<file path="src/hw/rtl/fba_pkg.sv">
package fba_pkg;

    localparam int DISK_BLOCKS_DEF = 64;
    localparam int MAX_FILES_DEF   = 26;

    // Widths of the item fields and of the disk size register.
    localparam int OP_W   = 2;
    localparam int ID_W   = 5;
    localparam int CNT_W  = 7;
    localparam int ST_W   = 3;
    localparam int BLK_W  = 6;

    localparam logic [OP_W-1:0] OP_CREATE = 2'd0;
    localparam logic [OP_W-1:0] OP_READ   = 2'd1;
    localparam logic [OP_W-1:0] OP_DELETE = 2'd2;

    localparam logic [ST_W-1:0] STAT_OK      = 3'd0;
    localparam logic [ST_W-1:0] STAT_UNDEF   = 3'd1;
    localparam logic [ST_W-1:0] STAT_NOSPACE = 3'd2;
    localparam logic [ST_W-1:0] STAT_NOFILE  = 3'd3;
    localparam logic [ST_W-1:0] STAT_EXISTS  = 3'd4;

    typedef struct packed {
        logic [OP_W-1:0]  opcode;
        logic [ID_W-1:0]  file_id;
        logic [CNT_W-1:0] block_count;
    } in_item_t;

    typedef struct packed {
        logic [ST_W-1:0]  status;
        logic [BLK_W-1:0] block_index;
        logic             has_block;
        logic             last;
    } out_item_t;

    typedef enum logic [1:0] {
        FILE_ABSENT,
        FILE_EMPTY,
        FILE_PRESENT
    } file_state_t;

    typedef enum logic [3:0] {
        S_IDLE,
        S_DECODE,
        S_CREATE,
        S_RD_REQ,
        S_RD_CHK,
        S_DEL_REQ,
        S_DEL_CHK,
        S_DEL_END,
        S_RESULT
    } state_t;

endpackage

</file>
<file path="src/hw/rtl/fba_owner_ram.sv">
module fba_owner_ram
    import fba_pkg::*;
#(
    parameter int DEPTH = DISK_BLOCKS_DEF,
    parameter int AW    = 6,
    parameter int DW    = ID_W
)
(
    input  logic          clk,
    input  logic          we,
    input  logic [AW-1:0] waddr,
    input  logic [DW-1:0] wdata,
    input  logic          re,
    input  logic [AW-1:0] raddr,
    output logic [DW-1:0] rdata
);

    logic [DW-1:0] mem [DEPTH];
    logic [DW-1:0] rdata_reg;

    always_ff @(posedge clk)
    begin
        if (we)
        begin
            mem[waddr] <= wdata;
        end
        if (re)
        begin
            rdata_reg <= mem[raddr];
        end
    end

    assign rdata = rdata_reg;

endmodule

</file>
<file path="src/hw/rtl/fat_block_allocator_unit.sv">
// Linked-block file allocator over a disk of up to DISK_BLOCKS blocks.
// Input channel (in_valid/in_ready/in_item) takes one command item at a time:
// create, read chain or delete. Output channel (out_valid/out_ready/out_item)
// returns result items; a read of a file with blocks returns one item per block, the
// final one flagged by last. Every other command or read returns exactly one item.
// cfg_we/cfg_data set the disk size and empty all tables at once; sizes above
// DISK_BLOCKS are taken as DISK_BLOCKS. Write it only while the block is idle.
// Create walks the valid bits block by block; read and delete scan the owner
// memory entry by entry, each entry taking a request state and a check state
// (registered read, then check and, for delete, write back).
// Only one command is in work at a time; in_ready is high only when idle.
// Results sit in an output register; when the receiver stalls, a read scan holds
// until the register is taken. Reset empties all tables and sets the disk size
// to zero, so creates fail with disk undefined until the size is written.
module fat_block_allocator_unit
    import fba_pkg::*;
#(
    parameter int DISK_BLOCKS = DISK_BLOCKS_DEF,
    parameter int MAX_FILES   = MAX_FILES_DEF
)
(
    input  logic             clk,
    input  logic             rst_n,
    input  logic             in_valid,
    output logic             in_ready,
    input  in_item_t         in_item,
    output logic             out_valid,
    input  logic             out_ready,
    output out_item_t        out_item,
    input  logic             cfg_we,
    input  logic [CNT_W-1:0] cfg_data
);

    localparam int AW = (DISK_BLOCKS > 1) ? $clog2(DISK_BLOCKS) : 1;
    localparam int FW = (MAX_FILES > 1) ? $clog2(MAX_FILES) : 1;

    state_t state_reg, state_next;
    file_state_t fstate_reg [MAX_FILES];
    file_state_t fstate_next [MAX_FILES];
    logic [DISK_BLOCKS-1:0] vld_reg, vld_next;

    logic [CNT_W-1:0] disk_reg, disk_next;
    logic [CNT_W-1:0] free_reg, free_next;
    logic [CNT_W-1:0] i_reg, i_next;
    logic [CNT_W-1:0] w_reg, w_next;
    logic [CNT_W-1:0] left_reg, left_next;
    logic [AW-1:0]    start_reg, start_next;
    logic             have_reg, have_next;

    in_item_t cmd_reg, cmd_next;

    logic [ST_W-1:0] rs_status_reg, rs_status_next;
    logic [AW-1:0]   rs_blk_reg, rs_blk_next;
    logic            rs_has_reg, rs_has_next;

    logic      out_vld_reg, out_vld_next;
    out_item_t out_reg, out_next;

    logic          ram_we, ram_re;
    logic [AW-1:0] ram_waddr;
    logic [ID_W-1:0] ram_wdata, ram_rdata;

    logic          slot_free, valid_id, owned;
    logic [AW-1:0] i_idx;
    logic [FW-1:0] f_idx;
    file_state_t   cur_fstate;

    fba_owner_ram #(
        .DEPTH (DISK_BLOCKS),
        .AW    (AW),
        .DW    (ID_W)
    ) u_owner_ram (
        .clk   (clk),
        .we    (ram_we),
        .waddr (ram_waddr),
        .wdata (ram_wdata),
        .re    (ram_re),
        .raddr (i_idx),
        .rdata (ram_rdata)
    );

    assign slot_free  = !out_vld_reg || out_ready;
    assign i_idx      = i_reg[AW-1:0];
    assign f_idx      = cmd_reg.file_id[FW-1:0];
    assign valid_id   = (32'(cmd_reg.file_id) < MAX_FILES);
    assign cur_fstate = valid_id ? fstate_reg[f_idx] : FILE_ABSENT;
    // The owner memory holds stale data for blocks whose valid bit is clear.
    assign owned      = vld_reg[i_idx] && (ram_rdata == cmd_reg.file_id);

    assign in_ready  = (state_reg == S_IDLE);
    assign out_valid = out_vld_reg;
    assign out_item  = out_reg;

    always_ff @(posedge clk or negedge rst_n)
    begin
        if (!rst_n)
        begin
            state_reg   <= S_IDLE;
            vld_reg     <= '0;
            disk_reg    <= '0;
            free_reg    <= '0;
            out_vld_reg <= 1'b0;
            for (int f = 0; f < MAX_FILES; f++)
            begin
                fstate_reg[f] <= FILE_ABSENT;
            end
        end
        else
        begin
            state_reg   <= state_next;
            vld_reg     <= vld_next;
            disk_reg    <= disk_next;
            free_reg    <= free_next;
            out_vld_reg <= out_vld_next;
            fstate_reg  <= fstate_next;
        end
    end

    always_ff @(posedge clk)
    begin
        i_reg         <= i_next;
        w_reg         <= w_next;
        left_reg      <= left_next;
        start_reg     <= start_next;
        have_reg      <= have_next;
        cmd_reg       <= cmd_next;
        rs_status_reg <= rs_status_next;
        rs_blk_reg    <= rs_blk_next;
        rs_has_reg    <= rs_has_next;
        out_reg       <= out_next;
    end

    always_comb
    begin
        state_next     = state_reg;
        fstate_next    = fstate_reg;
        vld_next       = vld_reg;
        disk_next      = disk_reg;
        free_next      = free_reg;
        i_next         = i_reg;
        w_next         = w_reg;
        left_next      = left_reg;
        start_next     = start_reg;
        have_next      = have_reg;
        cmd_next       = cmd_reg;
        rs_status_next = rs_status_reg;
        rs_blk_next    = rs_blk_reg;
        rs_has_next    = rs_has_reg;
        out_vld_next   = out_vld_reg && !out_ready;
        out_next       = out_reg;
        ram_we         = 1'b0;
        ram_re         = 1'b0;
        ram_waddr      = i_idx;
        ram_wdata      = cmd_reg.file_id;

        case (state_reg)
            S_IDLE:
            begin
                if (cfg_we)
                begin
                    disk_next = (32'(cfg_data) > DISK_BLOCKS) ?
                                CNT_W'(DISK_BLOCKS) : cfg_data;
                    free_next = disk_next;
                    vld_next  = '0;
                    for (int f = 0; f < MAX_FILES; f++)
                    begin
                        fstate_next[f] = FILE_ABSENT;
                    end
                end
                if (in_valid)
                begin
                    cmd_next   = in_item;
                    state_next = S_DECODE;
                end
            end

            S_DECODE:
            begin
                rs_status_next = STAT_NOFILE;
                rs_blk_next    = '0;
                rs_has_next    = 1'b0;
                i_next         = '0;
                w_next         = '0;
                state_next     = S_RESULT;
                case (cmd_reg.opcode)
                    OP_CREATE:
                    begin
                        if (disk_reg == '0)
                        begin
                            rs_status_next = STAT_UNDEF;
                        end
                        else if (!valid_id)
                        begin
                            rs_status_next = STAT_NOFILE;
                        end
                        else if (cur_fstate != FILE_ABSENT)
                        begin
                            rs_status_next = STAT_EXISTS;
                        end
                        else if (cmd_reg.block_count > free_reg)
                        begin
                            rs_status_next = STAT_NOSPACE;
                        end
                        else
                        begin
                            free_next          = free_reg - cmd_reg.block_count;
                            left_next          = cmd_reg.block_count;
                            have_next          = 1'b0;
                            start_next         = '0;
                            fstate_next[f_idx] = (cmd_reg.block_count == '0) ?
                                                 FILE_EMPTY : FILE_PRESENT;
                            state_next         = S_CREATE;
                        end
                    end
                    OP_READ:
                    begin
                        if (cur_fstate == FILE_EMPTY)
                        begin
                            rs_status_next = STAT_OK;
                        end
                        else if (cur_fstate == FILE_PRESENT)
                        begin
                            have_next  = 1'b0;
                            state_next = S_RD_REQ;
                        end
                    end
                    OP_DELETE:
                    begin
                        if (cur_fstate != FILE_ABSENT)
                        begin
                            fstate_next[f_idx] = FILE_ABSENT;
                            state_next         = S_DEL_REQ;
                        end
                    end
                    default:
                    begin
                        state_next = S_IDLE;
                    end
                endcase
            end

            S_CREATE:
            begin
                if (left_reg == '0)
                begin
                    rs_status_next = STAT_OK;
                    rs_blk_next    = start_reg;
                    rs_has_next    = have_reg;
                    state_next     = S_RESULT;
                end
                else
                begin
                    // Enough free blocks were checked, so this ends before the disk does.
                    if (!vld_reg[i_idx])
                    begin
                        ram_we          = 1'b1;
                        vld_next[i_idx] = 1'b1;
                        left_next       = left_reg - 1'b1;
                        if (!have_reg)
                        begin
                            start_next = i_idx;
                            have_next  = 1'b1;
                        end
                    end
                    i_next = i_reg + 1'b1;
                end
            end

            S_RD_REQ:
            begin
                if (i_reg == disk_reg)
                begin
                    // The last block found is still held back; it closes the chain.
                    rs_status_next = STAT_OK;
                    rs_blk_next    = start_reg;
                    rs_has_next    = 1'b1;
                    state_next     = S_RESULT;
                end
                else
                begin
                    ram_re     = 1'b1;
                    state_next = S_RD_CHK;
                end
            end

            S_RD_CHK:
            begin
                if (owned && have_reg)
                begin
                    if (slot_free)
                    begin
                        out_vld_next         = 1'b1;
                        out_next.status      = STAT_OK;
                        out_next.block_index = BLK_W'(start_reg);
                        out_next.has_block   = 1'b1;
                        out_next.last        = 1'b0;
                        start_next           = i_idx;
                        i_next               = i_reg + 1'b1;
                        state_next           = S_RD_REQ;
                    end
                end
                else
                begin
                    if (owned)
                    begin
                        start_next = i_idx;
                        have_next  = 1'b1;
                    end
                    i_next     = i_reg + 1'b1;
                    state_next = S_RD_REQ;
                end
            end

            S_DEL_REQ:
            begin
                if (i_reg == disk_reg)
                begin
                    state_next = S_DEL_END;
                end
                else
                begin
                    ram_re     = 1'b1;
                    state_next = S_DEL_CHK;
                end
            end

            S_DEL_CHK:
            begin
                // Surviving blocks slide down to the write pointer, order kept.
                if (vld_reg[i_idx] && (ram_rdata != cmd_reg.file_id))
                begin
                    ram_we    = 1'b1;
                    ram_waddr = w_reg[AW-1:0];
                    ram_wdata = ram_rdata;
                    w_next    = w_reg + 1'b1;
                end
                i_next     = i_reg + 1'b1;
                state_next = S_DEL_REQ;
            end

            S_DEL_END:
            begin
                for (int j = 0; j < DISK_BLOCKS; j++)
                begin
                    vld_next[j] = (CNT_W'(j) < w_reg);
                end
                free_next      = disk_reg - w_reg;
                rs_status_next = STAT_OK;
                rs_blk_next    = '0;
                rs_has_next    = 1'b0;
                state_next     = S_RESULT;
            end

            S_RESULT:
            begin
                if (slot_free)
                begin
                    out_vld_next         = 1'b1;
                    out_next.status      = rs_status_reg;
                    out_next.block_index = BLK_W'(rs_blk_reg);
                    out_next.has_block   = rs_has_reg;
                    out_next.last        = 1'b1;
                    state_next           = S_IDLE;
                end
            end

            default:
            begin
                state_next = S_IDLE;
            end
        endcase
    end

endmodule

</file>
<file path="config.mk">
export PLATFORM = sky130hd
export DESIGN_NAME = fat_block_allocator_unit
export DESIGN_NICKNAME = d
export VERILOG_FILES = /design/src/hw/rtl/fba_pkg.sv /design/src/hw/rtl/fba_owner_ram.sv /design/src/hw/rtl/fat_block_allocator_unit.sv
export SDC_FILE = /design/constraint.sdc
export NUM_CORES = 1
export LEC_CHECK = 0
export BUFFER_PORTS_ARGS = -buffer_cell sky130_fd_sc_hd__buf_2
export CAP_MARGIN = 20
export CORE_MARGIN = 4
export CORE_UTILIZATION = 51
export CTS_BUF_LIST = sky130_fd_sc_hd__clkbuf_8 sky130_fd_sc_hd__clkbuf_16
export DETAILED_ROUTE_END_ITERATION = 8
export PLACE_DENSITY = 0.74
export SYNTH_ARGS = -nofsm -noshare
export SYNTH_HDL_FRONTEND = slang
export SYNTH_SLANG_ARGS = --single-unit
export TNS_END_PERCENT = 5
</file>
<file path="constraint.sdc">
create_clock -name clk -period 4.95 [get_ports clk]
set_clock_uncertainty 0.15 [all_clocks]
set_input_delay 0.2475 -clock clk [delete_from_list [all_inputs] [get_ports clk]]
set_output_delay 0.2475 -clock clk [all_outputs]
set_load 0.005 [all_outputs]
</file>
# After elaboration in Yosys (flattened, before gate mapping)
# Memory sizes are Yosys's and may differ from the RTL's. A register that Yosys moved wholly into a read port is not among the register bits.
# Index checks and enable logic that the tools add are counted.
[totals] reg_bits=198 mem_bits_rw=320 in_bits=26 output_inout_bits=13 elab_cells=332 mem_count=1
[op_classes] add_sub_neg=5 n_lt_le_gt_ge=71 eq_ne=44 mux=120 n_bitwise=4 n_reduce_logical=41
[mem_list] memory="u_owner_ram.mem" depth=64 word_bits=5 read_ports=1 rd_clocked_by_memory_dff=1 wr=1 line="fba_owner_ram.sv:18" source="logic [DW-1:0] mem [DEPTH];"
[ops] op="$mux 52" n=6
[ops] op="$lt 6x7->1 const A" n=32
[ops] op="$pmux 52 s2" n=2
[ops] op="$mux 64" n=3
[ops] op="$pmux 64 s3" n=1
[ops] op="$mux 7" n=18
[ops] op="$lt 5x7->1 const A" n=16
[ops] op="$mux 6" n=15
[ops] op="$or 64x64->64" n=1
[ops] op="$lt 4x7->1 const A" n=8
[ops] op="$and 52x52->52" n=1
[ops] op="$bwmux 52" n=1
[ops] op="$mux 4" n=13
[ops] op="$not 52->52" n=1
[ops] op="$pmux 4 s9" n=1
[ops] op="$pmux 6 s3" n=2
[ops] op="$mux 11" n=3
[ops] op="$ne 2x2->1 const B" n=16
[ops] op="$lt 3x7->1 const A" n=4
[ops] op="$pmux 7 s2" n=2
[ops] op="$pmux 7 s4" n=1
[ops] op="$ne 3x3->1 const B" n=9
[ops] op="$mux 1" n=25
[ops] op="$pmux 11 s2" n=1
[ops] op="other kinds (55)" n=103

# Depth between registers and ports, before layout
# Gate-level depths: netlist of the first run.
[logic_depth] ltp_word=12 depth_mapped=12 ltp_nobuf=12

# Modules after synthesis
# Synthesis of the first run repeated with hierarchy kept, for this count alone.
[hier_totals] hier_cells=1907 hier_area_um2=24750.0
[modules_own_cells] module="fba_owner_ram" n_inst=1 cells_each=642 area_each_um2=12936.2 seq_area_each_um2=9759.4
[modules_own_cells] module="fat_block_allocator_unit" n_inst=1 cells_each=1265 area_each_um2=11813.8 seq_area_each_um2=5270.1

# Worst setup path after synthesis of the first run
# Ideal clock, no wire load.
[synth_timing] path_type="register -> register" startpoint="reg i_reg[1]" endpoint="mem u_owner_ram.mem[0][4] (netlist bit), data pin" setup_ps=702 arrival_ps=4654 required_time_ps=4098 setup_slack_ps=-556 stages_incl_launch_ff=10 n_path_buf=2 synth_period_minus_slack_ps=5506 path_cell_list="edfxtp_1 > buf_4 > mux2_2 > a221oi_1 > nor2_1 > o21a_1 > nor3b_2 > a21oi_2 > buf_2 > o21ai_0"
[synth_via] elab_chain_len=5
[synth_rtl] item="start, declared" line="fat_block_allocator_unit.sv:44" source="logic [CNT_W-1:0] i_reg, i_next;"
[synth_rtl] item="start signal, assigned" line="fat_block_allocator_unit.sv:121" source="i_reg <= i_next;"
[synth_rtl] item="$bmux 1 s6" line="fat_block_allocator_unit.sv:330" source="if (vld_reg[i_idx] && (ram_rdata != cmd_reg.file_id))"
[synth_rtl] item="$mux 1 (not written as such)" line="fat_block_allocator_unit.sv:330"
[synth_rtl] item="$logic_and 1x1->1" line="fat_block_allocator_unit.sv:330"
[synth_rtl] item="$mux 5" line="fat_block_allocator_unit.sv:330"
[synth_rtl] item="$mux 5" line="fat_block_allocator_unit.sv:156" source="case (state_reg)"
[synth_rtl] item="via ram_wdata[4]" line="fat_block_allocator_unit.sv:61" source="logic [ID_W-1:0] ram_wdata, ram_rdata;"
[synth_rtl] item="end, declared" line="fba_owner_ram.sv:18"
# The timed path passes the listed nets, and every way through them passes these cells. The select of a mux whose other input is x is not followed.

# Worst setup path after layout of the first run
[layout_timing] startpoint="reg i_reg[1]" endpoint="mem u_owner_ram.mem[54][0] (netlist bit), enable pin"
[layout_via] elab_chain_len=7 elab_cells_between_ends=11 classes_between="mux (10); reduce/logical (1)"
[layout_rtl] item="$bmux 1 s6" line="fat_block_allocator_unit.sv:254, fat_block_allocator_unit.sv:330"
[layout_rtl] item="$mux 1 (not written as such)" line="fat_block_allocator_unit.sv:254, fat_block_allocator_unit.sv:330"
[layout_rtl] item="$mux 1 or $logic_and 1x1->1 (tied branches)" line="fat_block_allocator_unit.sv:254, fat_block_allocator_unit.sv:330"
[layout_rtl] item="$mux 1, on equally long branches" line="fat_block_allocator_unit.sv:244, fat_block_allocator_unit.sv:330"
[layout_rtl] item="$pmux 1 s2" line="fat_block_allocator_unit.sv:156"
[layout_rtl] item="$mux 1" line="fba_owner_ram.sv:23" source="if (we)"
[layout_rtl] item="$mux 1 (not written as such)" line="fba_owner_ram.sv:25" source="mem[waddr] <= wdata;"
# Parallel ways exist; a longest one is shown, timed or not. The select of a mux whose other input is x is not followed.

==> results of run 1 <==
-- cell usage in the layout (no fill, tap or decap), types with 18 or more instances in the layout --
cell	instances
sky130_fd_sc_hd__clkbuf_16	52
sky130_fd_sc_hd__a22o_1	21
sky130_fd_sc_hd__buf_2	37
sky130_fd_sc_hd__nand3_1	29
sky130_fd_sc_hd__edfxtp_1	388
sky130_fd_sc_hd__buf_4	56
sky130_fd_sc_hd__nand2_1	99
sky130_fd_sc_hd__o22ai_1	59
sky130_fd_sc_hd__a22oi_1	174
sky130_fd_sc_hd__dlygate4sd3_1	29
sky130_fd_sc_hd__a221oi_1	27
sky130_fd_sc_hd__nor2_1	70
sky130_fd_sc_hd__nand4_1	36
sky130_fd_sc_hd__xor2_1	18
sky130_fd_sc_hd__dfrtp_1	135
sky130_fd_sc_hd__o21ai_0	123
sky130_fd_sc_hd__inv_1	82
sky130_fd_sc_hd__o21a_1	66
sky130_fd_sc_hd__a31oi_1	24
sky130_fd_sc_hd__a21oi_1	169
sky130_fd_sc_hd__mux2_2	28
-- cells by family (layout without fill, tap and decap cells) --
kind of cell | count (synthesis) | count (layout) | synth area share
flip-flops | 523 | 523 | 0.632
AND/OR/NAND/NOR | 360 | 360 | 0.0781
AO/OA/AOI/OAI | 734 | 734 | 0.201
multiplexers | 54 | 54 | 0.0297
buffers and inverters | 212 | 304 | 0.0357
adder cells (fa/ha/maj) | 19 | 19 | 0.0106
XOR/XNOR | 35 | 35 | 0.0129
-- worst max path at each step --
stage	start	end	slack [ns]
2_1_floorplan	i_reg[1]$_SDFFCE_PN0P_	u_owner_ram.mem[0][4]$_DFFE_PP_	0.55
3_3_place_gp	i_reg[1]$_SDFFCE_PN0P_	u_owner_ram.mem[54][1]$_DFFE_PP_	0.68
3_5_place_dp	i_reg[1]$_SDFFCE_PN0P_	u_owner_ram.mem[54][2]$_DFFE_PP_	0.53
4_1_cts	i_reg[1]$_SDFFCE_PN0P_	u_owner_ram.mem[54][0]$_DFFE_PP_	0.49
5_1_grt	i_reg[1]$_SDFFCE_PN0P_	u_owner_ram.mem[54][3]$_DFFE_PP_	0.16
6_report	i_reg[1]$_SDFFCE_PN0P_	u_owner_ram.mem[54][0]$_DFFE_PP_	0.30
-- power breakdown --
group	internal (mW)	switching (mW)
Sequential	4.66	0.0000000000000000229
Clock	2.23	1.69
Combinational	0.0273	0.0348
Total	6.92	1.72
-- cell type report --
cell class	instances	area [um2]	area share
Sequential cell	523	15000	0.560
Multi-Input combinational cell	1202	7970	0.297
Clock buffer	55	1340	0.0501
Timing Repair Buffer	131	1070	0.0401
Tap cell	600	751	0.0280
Clock inverter	40	355	0.0132
Inverter	78	293	0.0109
-- per-layer routing --
layer  vias up  track usage
met1      8641        0.368
met2      1220        0.407
li1       7632            -
met4         2        0.118
met5         -            0
met3       231       0.0622
-- critical path, cell delays in order, from the launching register on --
cell                       delay, ns
sky130_fd_sc_hd__edfxtp_1       0.90
sky130_fd_sc_hd__buf_4          0.29
sky130_fd_sc_hd__mux2_2         0.34
sky130_fd_sc_hd__a221oi_1       0.27
sky130_fd_sc_hd__o22ai_1        0.17
sky130_fd_sc_hd__a22oi_1        0.29
sky130_fd_sc_hd__nor3b_2        0.46
sky130_fd_sc_hd__a21oi_2        0.33
sky130_fd_sc_hd__a31oi_1        0.78
sky130_fd_sc_hd__a21oi_1        0.33
-- stage by stage --
stage                      util  setup slack [ns]  power, mW
after detailed placement  0.542             0.526       4.80
final                     0.586             0.302       8.64
after floorplan               -             0.546       4.76
after CTS                 0.585             0.492       8.68
after global routing      0.586             0.160       8.89
after global placement    0.542             0.683       4.79
-- timing repair --
action / in CTS / in global routing
hold buffers: 28 / 1
resized for setup: 0 / 0
hold endpoints to repair: 136 / 33
endpoints found under the setup margin: 0 / 0
==> impl_metrics.py, run 1 <==
metrics = {
    "critical_path": {
        "r2r-end": "u_owner_ram.mem[54][0]$_DFFE_PP_",
        "cp_data_required_time_ns": 5.07,
        "critical_path.max_fanout": 20,
        "cp_data_arrival_time_ns": 4.77,
        "rr_worst_depth": 9,
        "setup.reg_to_reg.worst_slack_ns": 0.30,
        "path_class": "flip-flop to flip-flop",
        "cp-end-kind": "flip-flop",
        "timing.critical_path.from_type": "flip-flop",
        "reg2reg_from": "i_reg[1]$_SDFFCE_PN0P_",
    },
    "finish": {
        "post_layout_nonfiller_instances": 2629,
        "insertedDiodeCount": 0,
        "filler_cell_count_in_the_final_layout": 3563,
        "layout.cell_area.non_filler_um2": 26800,
        "largest_register_ffs": 320,
        "final_layout_size_suffix_gt1_frac": 0.118,
        "final_nets": 2033,
        "areaGrowthSynthToFinish_pct": 12.8,
    },
    "drt": {
        "postRouteAntennaNets": 0,
        "first_pass_detailed_route_iteration_total": 9,
        "top_layer_used_by_detailed_routing": "met5",
        "dr_wl_met3_um": 7900,
        "remaining_drc_errors": 0,
        "num_vias": 17726,
        "met2WireLength_um": 30600,
        "drt-vias-per-instance": 6.74,
        "drt-met1-wl_um": 26400,
        "wl_per_cell_um": 25.9,
        "total_detailed_routing_wirelength_um": 68100,
        "detail_route.iter0.violations": 2409,
    },
    "sta": {
        "final_min_period_over_clock_period": 0.939,
        "max_fclk_mhz": 215,
        "final-setup-viol-count": 0,
        "rsz_0062_raised_after_global_routing": "false",
        "slew_headroom": 0.259,
        "period_needed_ns": 4.65,
        "hold_viol": 0,
        "number_of_pins_with_negative_max_slew_slack_in_the_final_report": 0,
        "tns_ns": 0,
        "finalHoldWorstSlack_ns": 0.159,
        "worst_pin_slew_ns": 1.11,
    },
    "floorplanning": {
        "die_width_um": 224,
        "initial_utilization": 0.520,
        "std_cell_rows": 78,
        "coreArea_um2": 45800,
        "design.die.area_um2": 50200,
        "io_pins": 39,
        "die_height_um": 224,
    },
    "placement": {
        "place.port_buffers": 38,
        "detailedPlacementHpwl_um": 43100,
        "cell_area_placed_um2": 24800,
        "dpl.cell_count": 2504,
        "gp_congestion": 0.995,
    },
    "cts": {
        "cts-buffers-inserted": 52,
        "clk-insertion-delay-late_ns": 0.61,
        "cts_tree": "yes",
        "cts_num_sinks": 523,
        "cts_buffer_depth": 3,
        "clk_pin_slew_ns": 0.06,
        "cts.root.buffer_cell": "sky130_fd_sc_hd__clkbuf_16",
        "postCtsSetupBuffers": 0,
        "cts_htree_levels": 2,
    },
    "hold_path": {
        "worst_hold_path_type": "primary input to flip-flop",
        "hold-path-cell-count": 4,
        "timing.hold.worst.start": "cfg_we",
        "min_to": "disk_reg[4]$_DFFE_PN0P_",
    },
    "yosys": {
        "synth_top_cell_by_area": "sky130_fd_sc_hd__edfxtp_1",
        "synth.ff_latch_count": 523,
        "synth_top_cells_by_count": "sky130_fd_sc_hd__edfxtp_1 (388), sky130_fd_sc_hd__a22oi_1 (174), sky130_fd_sc_hd__a21oi_1 (169), sky130_fd_sc_hd__dfrtp_1 (135), sky130_fd_sc_hd__o21ai_0 (124)",
        "synth_top_area_share": 0.490,
        "total_of_warnings_raised_by_yosys": 0,
        "synth.most_common_cell": "sky130_fd_sc_hd__edfxtp_1",
        "syn-cell-area_um2": 23800,
        "synthCells": 1937,
        "syn_area_per_cell_um2": 12.3,
        "synth_async_sr_flop_share": 0.258,
        "synth.distinct_cells": 75,
        "synth_ff_type": "sky130_fd_sc_hd__edfxtp_1",
        "cell_types_occupying_the_most_area_after_synthesis": "sky130_fd_sc_hd__edfxtp_1 (49%), sky130_fd_sc_hd__dfrtp_1 (14%), sky130_fd_sc_hd__a22oi_1 (5.5%)",
        "synth_fp_nets": 1982,
        "synth_edf_count": 388,
        "synth.yosys.seq_area_share": 0.632,
    },
    "job": {
        "max_cap_viol_count": 0,
    },
    "global_routing": {
        "largest_net_degree_at_the_start_of_global_routing": 109,
        "groute.usage.overall": 0.266,
        "grt-ovfl-total": 0,
        "grt_first_pass_wirelength_um": 104000,
        "grt_pass1_vias": 17719,
        "grt_antenna_before_repair": 0,
    },
    "power": {
        "power_density_nw_per_um2": 322,
        "p_leak_nw": 9.53,
        "ir_drop_mv": 0.337,
    },
    "outcome": {
        "status": "finished, final reports clean",
    },
}
Note: power is estimated with default switching activity, not from simulation.
==> inputs of run 2 (changes only) <==
==> constraint.sdc (replaced) <==
create_clock -name clk -period 4.95 [get_ports clk]
set_clock_uncertainty 0.15 [all_clocks]
set_input_delay 0.7425 -clock clk [delete_from_list [all_inputs] [get_ports clk]]
set_output_delay 0.7425 -clock clk [all_outputs]
set_load 0.005 [all_outputs]
==> run 2 against run 1 <==
Net effect: die area did not move; fmax fell by 0.19%; first-iteration DRC count rose by 0.54%; cell count fell by 1.1%; register-to-register slack barely moved; hold slack improved by 0.0081 ns; non-clock buffer count fell by 28; power fell by 0.19%; critical path type unchanged; critical endpoint unchanged; highest routed layer is now met4.
==> impl_metrics.py, run 2 (same netlist as run 1, synthesis figures left out) <==
metrics = {
    "sta": {
        "hold_viol": 0,
        "tns_ns": 0,
        "final-setup-viol-count": 0,
        "rsz_0062_raised_after_global_routing": "false",
        "finalHoldWorstSlack_ns": 0.168,
        "max_fclk_mhz": 215,
        "slew_headroom": 0.265,
        "worst_pin_slew_ns": 1.10,
        "final_min_period_over_clock_period": 0.941,
        "period_needed_ns": 4.66,
        "number_of_pins_with_negative_max_slew_slack_in_the_final_report": 0,
    },
    "critical_path": {
        "worstPathCellList": "buf_4 > mux2_2 > a221oi_1 > o22ai_1 > a22oi_1 > nor3b_2 > a21oi_2 > a31oi_1 > a21oi_1",
        "setup.reg_to_reg.worst_slack_ns": 0.29,
        "critical_path.max_fanout": 20,
        "timing.critical_path.from_type": "flip-flop",
        "max_stage_delay_ns": 0.91,
        "slowest_stage": "sky130_fd_sc_hd__edfxtp_1",
        "rr_worst_depth": 9,
        "cp_data_arrival_time_ns": 4.77,
        "cp_data_required_time_ns": 5.07,
        "crit_buf_inv": 1,
        "cp-end-kind": "flip-flop",
        "cpLargestDelayFamily": "compound AO/OA/AOI/OAI gates",
        "path_class": "flip-flop to flip-flop",
        "r2r-end": "u_owner_ram.mem[54][0]$_DFFE_PP_",
        "reg2reg_from": "i_reg[1]$_SDFFCE_PN0P_",
    },
    "finish": {
        "mostFrequentLayoutCell": "sky130_fd_sc_hd__edfxtp_1",
        "areaGrowthSynthToFinish_pct": 11.6,
        "layout.cell_area.non_filler_um2": 26500,
        "final_layout_size_suffix_gt1_frac": 0.120,
        "multi_input_area_um2": 7970,
        "final_nets": 2005,
        "regArea_um2": 15000,
        "layout_common_cells": "sky130_fd_sc_hd__edfxtp_1 (388), sky130_fd_sc_hd__a22oi_1 (174), sky130_fd_sc_hd__a21oi_1 (169), sky130_fd_sc_hd__dfrtp_1 (135), sky130_fd_sc_hd__o21ai_0 (123)",
        "largest_register_ffs": 320,
        "filler_cell_count_in_the_final_layout": 3602,
        "post_layout_nonfiller_instances": 2601,
        "insertedDiodeCount": 0,
    },
    "cts": {
        "cts-resized-gates": 0,
        "clk_pin_slew_ns": 0.06,
        "clk-insertion-delay-late_ns": 0.61,
        "postCtsSetupBuffers": 0,
        "cts_buffer_depth": 3,
        "cts_tree": "yes",
        "cts-buffers-inserted": 52,
        "cts_num_sinks": 523,
        "cts.root.buffer_cell": "sky130_fd_sc_hd__clkbuf_16",
        "cts_htree_levels": 2,
    },
    "power": {
        "report.power.total_mw": 8.62,
        "p_leak_nw": 9.42,
        "power_density_nw_per_um2": 325,
        "ir_drop_mv": 0.339,
    },
    "placement": {
        "dpl.cell_count": 2504,
        "gp_congestion": 0.995,
        "cell_area_placed_um2": 24800,
        "place.port_buffers": 38,
        "detailedPlacementHpwl_um": 43100,
    },
    "global_routing": {
        "largest_net_degree_at_the_start_of_global_routing": 109,
        "grt_first_pass_wirelength_um": 104000,
        "grt_antenna_before_repair": 0,
        "groute.usage.overall": 0.265,
        "grt-ovfl-total": 0,
        "grt_pass1_vias": 17515,
    },
    "floorplanning": {
        "coreArea_um2": 45800,
        "die_width_um": 224,
        "io_pins": 39,
        "design.die.area_um2": 50200,
        "initial_utilization": 0.520,
        "std_cell_rows": 78,
        "die_height_um": 224,
    },
    "hold_path": {
        "min_to": "f_idx[3]$_DFFE_PP_",
        "hold-path-cell-count": 1,
        "worst_hold_path_type": "primary input to flip-flop",
        "timing.hold.worst.start": "in_item[10]",
    },
    "drt": {
        "wl_per_cell_um": 26.1,
        "drt-vias-per-instance": 6.77,
        "postRouteAntennaNets": 0,
        "num_vias": 17610,
        "detail_route.iter0.violations": 2422,
        "first_pass_detailed_route_iteration_total": 6,
        "total_detailed_routing_wirelength_um": 67900,
        "remaining_drc_errors": 0,
    },
    "job": {
        "max_cap_viol_count": 0,
    },
    "outcome": {
        "status": "finished, final reports clean",
    },
}
run 2: metal layers:
metal,track usage,vias up,share of wire
li1,-,7574,-
met4,0.117,0,0.048
met1,0.367,8638,0.39
met5,0,-,0
met3,0.0629,230,0.11
met2,0.403,1168,0.45
run 2: where the power goes:
part           total (mW)         switching (mW)  internal, mW
Sequential           4.66  0.0000000000000000223          4.66
Combinational      0.0447                 0.0312        0.0134
Clock                3.91                   1.69          2.23
Total                8.62                   1.72          6.90
run 2: final cells by class:
| cell class | instances | share of cell area |
|---|---|---|
| Multi-Input combinational cell | 1202 | 0.300 |
| Tap cell | 600 | 0.0283 |
| Clock inverter | 40 | 0.0134 |
| Inverter | 78 | 0.0110 |
| Timing Repair Buffer | 103 | 0.0299 |
| Sequential cell | 523 | 0.566 |
| Clock buffer | 55 | 0.0506 |
run 2: worst max path at each step:
stage | start | endpoint | slack [ns] | cells after the start
finish | i_reg[1]$_SDFFCE_PN0P_ | u_owner_ram.mem[54][0]$_DFFE_PP_ | 0.29 | 9
global route | i_reg[1]$_SDFFCE_PN0P_ | u_owner_ram.mem[54][3]$_DFFE_PP_ | 0.16 | 9
CTS | i_reg[1]$_SDFFCE_PN0P_ | u_owner_ram.mem[54][0]$_DFFE_PP_ | 0.49 | 9
detailed placement | i_reg[1]$_SDFFCE_PN0P_ | u_owner_ram.mem[54][2]$_DFFE_PP_ | 0.53 | 9
global placement | i_reg[1]$_SDFFCE_PN0P_ | u_owner_ram.mem[54][1]$_DFFE_PP_ | 0.68 | 9
floorplan | i_reg[1]$_SDFFCE_PN0P_ | u_owner_ram.mem[0][4]$_DFFE_PP_ | 0.55 | 9
run 2: what timing repair did:
| action | 4_1_cts | 5_1_grt |
|---|---|---|
| hold buffers | 0 | 1 |
| setup endpoints to repair | 0 | 0 |
| hold endpoints to repair | 0 | 33 |
run 2: per-stage QoR:
| step | utilization | setup slack [ns] |
|---|---|---|
| floorplan | - | 0.546 |
| global placement | 0.542 | 0.683 |
| detailed placement | 0.542 | 0.526 |
| CTS | 0.579 | 0.492 |
| global route | 0.580 | 0.160 |
| finish | 0.580 | 0.293 |
